`src/rtl/core/bas_pkg.sv`:
```
`default_nettype none
package bas_pkg;

  // Opcodes
  localparam logic OP_SUB = 1'b0;
  localparam logic OP_DAA = 1'b1;

  // Flag bit positions
  localparam int unsigned FLAG_S  = 7;
  localparam int unsigned FLAG_Z  = 6;
  localparam int unsigned FLAG_Y  = 5;
  localparam int unsigned FLAG_H  = 4;
  localparam int unsigned FLAG_X  = 3;
  localparam int unsigned FLAG_PV = 2;
  localparam int unsigned FLAG_N  = 1;
  localparam int unsigned FLAG_C  = 0;

  // Decimal adjust corrections
  localparam logic [7:0] ADJ_NONE   = 8'h00;
  localparam logic [7:0] ADJ_ADD_LO = 8'h06;
  localparam logic [7:0] ADJ_ADD_HI = 8'h60;
  localparam logic [7:0] ADJ_ADD_BO = 8'h66;
  localparam logic [7:0] ADJ_SUB_LO = 8'hFA;
  localparam logic [7:0] ADJ_SUB_HI = 8'hA0;
  localparam logic [7:0] ADJ_SUB_BO = 8'h9A;

  typedef struct packed {
    logic       opcode;
    logic [7:0] acc;
    logic [7:0] operand;
    logic [7:0] flags_in;
  } req_t;

  typedef struct packed {
    logic [7:0] result;
    logic [7:0] flags_out;
  } rsp_t;

endpackage
`default_nettype wire

```
`src/rtl/core/bas_alu.sv`:
```
`default_nettype none
module bas_alu (
  input  bas_pkg::req_t req,
  output bas_pkg::rsp_t rsp
);
  import bas_pkg::*;

  logic [8:0] diff;
  logic [7:0] sub_res;
  logic [7:0] sub_flg;
  logic [3:0] hi;
  logic [3:0] lo;
  logic       c;
  logic       h;
  logic       newc;
  logic       newh;
  logic [7:0] adj;
  logic [7:0] daa_res;
  logic [7:0] daa_flags;

  // Subtract / compare
  always_comb begin
    diff    = {1'b0, req.acc} - {1'b0, req.operand};
    sub_res = diff[7:0];
    sub_flg = req.flags_in & 8'h28;
    sub_flg[FLAG_S]  = sub_res[7];
    sub_flg[FLAG_Z]  = (sub_res == 8'h00);
    sub_flg[FLAG_H]  = (req.acc[3:0] < req.operand[3:0]);
    sub_flg[FLAG_PV] = (req.acc[7] != req.operand[7]) && (sub_res[7] != req.acc[7]);
    sub_flg[FLAG_N]  = 1'b1;
    sub_flg[FLAG_C]  = diff[8];
  end

  // Decimal adjust: pick the correction, priority order decides
  always_comb begin
    hi   = req.acc[7:4];
    lo   = req.acc[3:0];
    c    = req.flags_in[FLAG_C];
    h    = req.flags_in[FLAG_H];
    adj  = ADJ_NONE;
    newc = c;
    newh = h;
    if (!req.flags_in[FLAG_N]) begin
      priority if (!c && !h && hi < 4'hA && lo < 4'hA) begin
        adj = ADJ_NONE;
      end else if (!c && !h && hi < 4'h9 && lo > 4'h9) begin
        adj = ADJ_ADD_LO;
      end else if (!c && h && hi < 4'hA && lo < 4'h4) begin
        adj = ADJ_ADD_LO;
      end else if (!c && !h && hi > 4'h9 && lo < 4'hA) begin
        adj  = ADJ_ADD_HI;
        newc = 1'b1;
      end else if (!c && !h && hi > 4'h8 && lo > 4'h9) begin
        adj  = ADJ_ADD_BO;
        newc = 1'b1;
      end else if (!c && h && hi > 4'h9 && lo < 4'h4) begin
        adj  = ADJ_ADD_BO;
        newc = 1'b1;
      end else if (c && !h && hi < 4'h3 && lo < 4'hA) begin
        adj = ADJ_ADD_HI;
      end else if (c && !h && hi < 4'h3 && lo > 4'h9) begin
        adj = ADJ_ADD_BO;
      end else if (c && h && hi < 4'h4 && lo < 4'h4) begin
        adj = ADJ_ADD_BO;
      end else begin
        adj = ADJ_NONE;
      end
      newh = (lo > 4'h9);
    end else begin
      priority if (!c && !h && hi < 4'hA && lo < 4'hA) begin
        adj = ADJ_NONE;
      end else if (!c && h && hi < 4'h9 && lo > 4'h5) begin
        adj = ADJ_SUB_LO;
      end else if (c && !h && hi > 4'h6 && lo < 4'hA) begin
        adj = ADJ_SUB_HI;
      end else if (c && h && hi > 4'h5 && lo > 4'h5) begin
        adj = ADJ_SUB_BO;
      end else begin
        adj = ADJ_NONE;
      end
      if (h && lo > 4'h5) begin
        newh = 1'b0;
      end
    end
    daa_res   = req.acc + adj;
    daa_flags = req.flags_in & 8'h2A;
    daa_flags[FLAG_S]  = daa_res[7];
    daa_flags[FLAG_Z]  = (daa_res == 8'h00);
    daa_flags[FLAG_H]  = newh;
    daa_flags[FLAG_PV] = ~^daa_res;
    daa_flags[FLAG_C]  = newc;
  end

  always_comb begin
    unique case (req.opcode)
      OP_SUB: begin
        rsp.result    = sub_res;
        rsp.flags_out = sub_flg;
      end
      OP_DAA: begin
        rsp.result    = daa_res;
        rsp.flags_out = daa_flags;
      end
      default: begin
        rsp.result    = sub_res;
        rsp.flags_out = sub_flg;
      end
    endcase
  end

endmodule
`default_nettype wire

```
`src/rtl/core/bcd_adjust_and_subtract_flags.sv`:
```
`default_nettype none
// Subtract-flag and decimal-adjust unit for an 8-bit accumulator datapath.
// Present a request on req with start high; it is taken whenever busy is
// low, and busy is never raised, so a new request can enter every cycle.
// The answer appears on rsp qualified by done for exactly one cycle:
// one register captures the request, a short block of logic computes the
// difference or the BCD correction plus flags, and a second register holds
// the answer. There is no back pressure on the result side - capture rsp
// in the cycle done is high or it is gone. Throughput is one request per
// clock; the answer passes the request register and then the result
// register. Flag bits 5 and 3 pass through.
module bcd_adjust_and_subtract_flags (
  input  wire           clk,
  input  wire           rst,
  input  wire           start,
  output logic          busy,
  input  bas_pkg::req_t req,
  output logic          done,
  output bas_pkg::rsp_t rsp
);
  import bas_pkg::*;

  req_t req_q;
  logic req_vld;
  rsp_t alu_rsp;

  // Never stall: every stage advances each cycle.
  assign busy = 1'b0;

  // Capture the request.
  always_ff @(posedge clk) begin
    if (rst) begin
      req_vld <= 1'b0;
    end else begin
      req_vld <= start && !busy;
    end
    req_q <= req;
  end

  bas_alu u_alu (
    .req (req_q),
    .rsp (alu_rsp)
  );

  // Hold the answer for one cycle, flagged by done.
  always_ff @(posedge clk) begin
    if (rst) begin
      done <= 1'b0;
    end else begin
      done <= req_vld;
    end
    rsp <= alu_rsp;
  end

endmodule
`default_nettype wire

```
`config.mk`:
```
export PLATFORM = sky130hd
export DESIGN_NAME = bcd_adjust_and_subtract_flags
export DESIGN_NICKNAME = d
export VERILOG_FILES = /design/src/rtl/core/bas_pkg.sv /design/src/rtl/core/bas_alu.sv /design/src/rtl/core/bcd_adjust_and_subtract_flags.sv
export SDC_FILE = /design/constraint.sdc
export NUM_CORES = 1
export LEC_CHECK = 0
export ABC_AREA = 1
export BUFFER_PORTS_ARGS = -buffer_cell sky130_fd_sc_hd__buf_4
export CORE_MARGIN = 2
export CORE_UTILIZATION = 40
export CTS_BUF_LIST = sky130_fd_sc_hd__clkbuf_8
export CTS_CLUSTER_DIAMETER = 50
export CTS_CLUSTER_SIZE = 30
export DETAILED_ROUTE_END_ITERATION = 6
export HOLD_SLACK_MARGIN = 0.05
export PLACE_DENSITY = 0.63
export SLEW_MARGIN = 30
export SYNTH_ARGS = -nofsm -noshare
export SYNTH_HDL_FRONTEND = slang
export SYNTH_HIERARCHICAL = 1
export SYNTH_SLANG_ARGS = --single-unit
```
`constraint.sdc`:
```
create_clock -name clk -period 3.1 [get_ports clk]
set_clock_uncertainty 0.15 [all_clocks]
set_input_delay 0.31 -clock clk [delete_from_list [all_inputs] [get_ports clk]]
set_output_delay 0.31 -clock clk [all_outputs]
set_load 0.05 [all_outputs]
```
==> run_results.csv <==
group,metric,value,unit
status,status,"finished clean",
pwr,vdd_ir_drop_max,0.349,mV
critical_path,critPathMostFrequentCell,"nand2_1",
global_routing,overflow,0,
critical_path,cp-startpoint,"req_q[22]$_DFF_P_",
pwr,p_seq_frac,0.391,
sta,timing.final.crit_share,0.995,
pwr,clock_power_share,0.286,
global_routing,grt_pass1_wl,8080,µm
sta,post-route-min-period,3.08,ns
clock_tree,path_clk_slew,0.08,ns
clock_tree,htreeDepth,2,
place,portBuffers,41,
sta,timing.hold.ws,0.0755,ns
sta,fmax,324,MHz
detailed_routing,dr.pass1.iters,4,
die,io_pins,46,
synthesis,synth_cells,287,
pwr,power_leakage,1.63,nW
global_routing,busiest_layer,"met2",
sta,timing.setup.tns,0,ns
place,dp_hpwl,3500,µm
critical_path,critPathMaxFanout,3,
clock_tree,tritoncts,"yes",
detailed_routing,finalWirelength,4820,µm
global_routing,antenna_found_initial,0,
sta,rsz0062_at_grt,"yes",
pwr,p_comb_frac,0.323,
synthesis,yosysWarnings,6,
synthesis,syn_area_per_cell,7.49,µm²
layout,fillers,490,
sta,finalHoldViolations,0,
die,row_count,26,
detailed_routing,drt_iter0_drc,94,
critical_path,worst-r2r-cell-count,23,
global_routing,grt_util_all_layers,0.168,
pwr,p_per_area,476,mW/mm²
layout,final_layout_size_suffix_gt1_frac,0.321,
sta,fin_ws,0.0162,ns
die,dieArea,0.00597,mm²
critical_path,r2r-end,"rsp[2]$_DFF_P_",
place,place_congestion,0.856,
place,pre_cts_slack,-0.111,ns
sta,final-setup-viol-count,0,
synthesis,syn_area,0.00215,mm²
clock_tree,cts_buffer_depth,2,
sta,drv_slew,0,
pwr,power_switching,0.495,mW
clock_tree,root_buffer,"clkbuf_8",
layout,area_growth,45.8,%
clock_tree,cts-buffers-inserted,5,
global_routing,met3_usage,0.0412,
global_routing,grt_max_degree,15,
critical_path,arrival,3.11,ns
flow_run,drv_cap,0,
die,core,0.00514,mm²
clock_tree,clk-insertion-delay-late,0.29,ns
pwr,p_int,0.998,mW
critical_path,cp_slowest_stage_delay,0.36,ns
pwr,switching_share,0.331,
die,die_y,77.3,µm
detailed_routing,routed-via-count,2040,
critical_path,cp-end-kind,"flop",
critical_path,path_cells,"buf_4 -> nor2_4 -> nor2_1 -> nor2_1 -> a21oi_1 -> nand3_1 -> nand2_2 -> nand2_1 -> ha_2 -> inv_2 -> fa_2 -> inv_2 -> nand2_2 -> nand3_2 -> nand2_1 -> nand2_1 -> nand3_2 -> nand2_1 -> ha_1 -> xor2_1 -> a21oi_1 -> o21ai_1 -> nand2_1",
critical_path,cp.required,3.13,ns
critical_path,r2r-start,"req_q[22]$_DFF_P_",
detailed_routing,wl_per_cell,10.8,µm
detailed_routing,ant_nets,0,
detailed_routing,drc_errors,0,
detailed_routing,vias_per_cell,4.56,
critical_path,r2r_setup_slack,0.02,ns
global_routing,use_met1,0.196,
critical_path,cp-start-kind,"flop",
die,initial_core_util,0.418,
global_routing,grt_use_met2,0.302,
critical_path,critPathKind,"reg -> reg",
global_routing,first_global_vias,1915,
die,die_w,77.3,µm
layout,n_antenna_cell,0,
synthesis,synth_nets,335,
hold_path,hold_path.class,"in -> reg",
critical_path,crit_path_end,"rsp[2]$_DFF_P_",
layout,nets,424,
critical_path,crit_slowest_cell,"fa_2",
clock_tree,clock-sinks,40,
## metal layers
layer  vias up  part of all wire  wire length, µm
met5         -                 0                0
met4         0             0.016               79
met3         8             0.050              243
met2        63              0.50             2430
met1       882              0.43             2070
li1       1087                 -                -
## cell type report
type | count | area, µm² | share of cell area
Clock buffer | 5 | 68.8 | 0.0220
Clock inverter | 3 | 46.3 | 0.0148
Inverter | 42 | 160 | 0.0511
Timing Repair Buffer | 89 | 729 | 0.233
Multi-Input combinational cell | 198 | 1220 | 0.390
Sequential cell | 40 | 818 | 0.261
Tap cell | 70 | 87.6 | 0.0280
## how the worst min path moves through the flow
stage / startpoint / to / cells after the start
floorplan: req[0] / req_q[0]$_DFF_P_ / 0
global placement: req_q[5]$_DFF_P_ / rsp[5]$_DFF_P_ / 0
detailed placement: req_q[3]$_DFF_P_ / rsp[3]$_DFF_P_ / 0
CTS: start / req_vld$_SDFF_PP0_ / 3
global route: start / req_vld$_SDFF_PP0_ / 3
finish: start / req_vld$_SDFF_PP0_ / 3
## placed cells by master, fill, tap and decap left out, drive strengths merged, types with 2 or more instances in the layout
| cell type | count |
|---|---|
| nand3 | 25 |
| ha | 18 |
| a21oi | 13 |
| nor2 | 22 |
| dlygate4sd3 | 23 |
| nand3b | 4 |
| o21ai | 12 |
| nand2 | 83 |
| clkbuf | 5 |
| inv | 43 |
| fa | 2 |
| buf | 66 |
| xor2 | 3 |
| xnor2 | 3 |
| dfxtp | 40 |
| nand4 | 6 |
## sequential cells by signal, summed over array words and instances (netlist names)
name     cells
req_q       22
rsp         16
done         1
req_vld      1
## power groups by stage
stage,logic [mW],registers (mW),clock network [mW]
4_1_cts,0.464,0.584,0.442
6_report,0.482,0.584,0.427
2_1_floorplan,0.200,0.704,0
3_5_place_dp,0.437,0.595,0
5_1_grt,0.527,0.589,0.469
3_3_place_gp,0.434,0.594,0
## critical path, delay by kind of cell, from the launching register on
family                   cells  cell delay [ns]
AO/OA/AOI/OAI                3             0.22
XOR/XNOR                     1             0.19
adder cells (fa/ha/maj)      3             0.77
buffers and inverters        3             0.26
flip-flops                   1             0.35
AND/OR/NAND/NOR             13             1.03
## metrics by stage
stage                util  cell area [µm²]  total power, mW  instances
finish              0.609             3130             1.49        447
global route        0.609             3130             1.59        447
CTS                 0.588             3020             1.49        443
detailed placement  0.514             2640             1.03        411
global placement    0.514             2640             1.03        411
floorplan               -             2150            0.904        287
## timing repair
action / 4_1_cts / 5_1_grt
gates cloned: 0 / 0
resized for setup: 12 / 24
endpoints found under the hold margin: 24 / 0
buffers inserted: 1 / 4
pin swaps: 3 / 11
endpoints found under the setup margin: 1 / 1
hold buffers: 23 / 0
No activity file was read; power rests on OpenSTA's default activity.
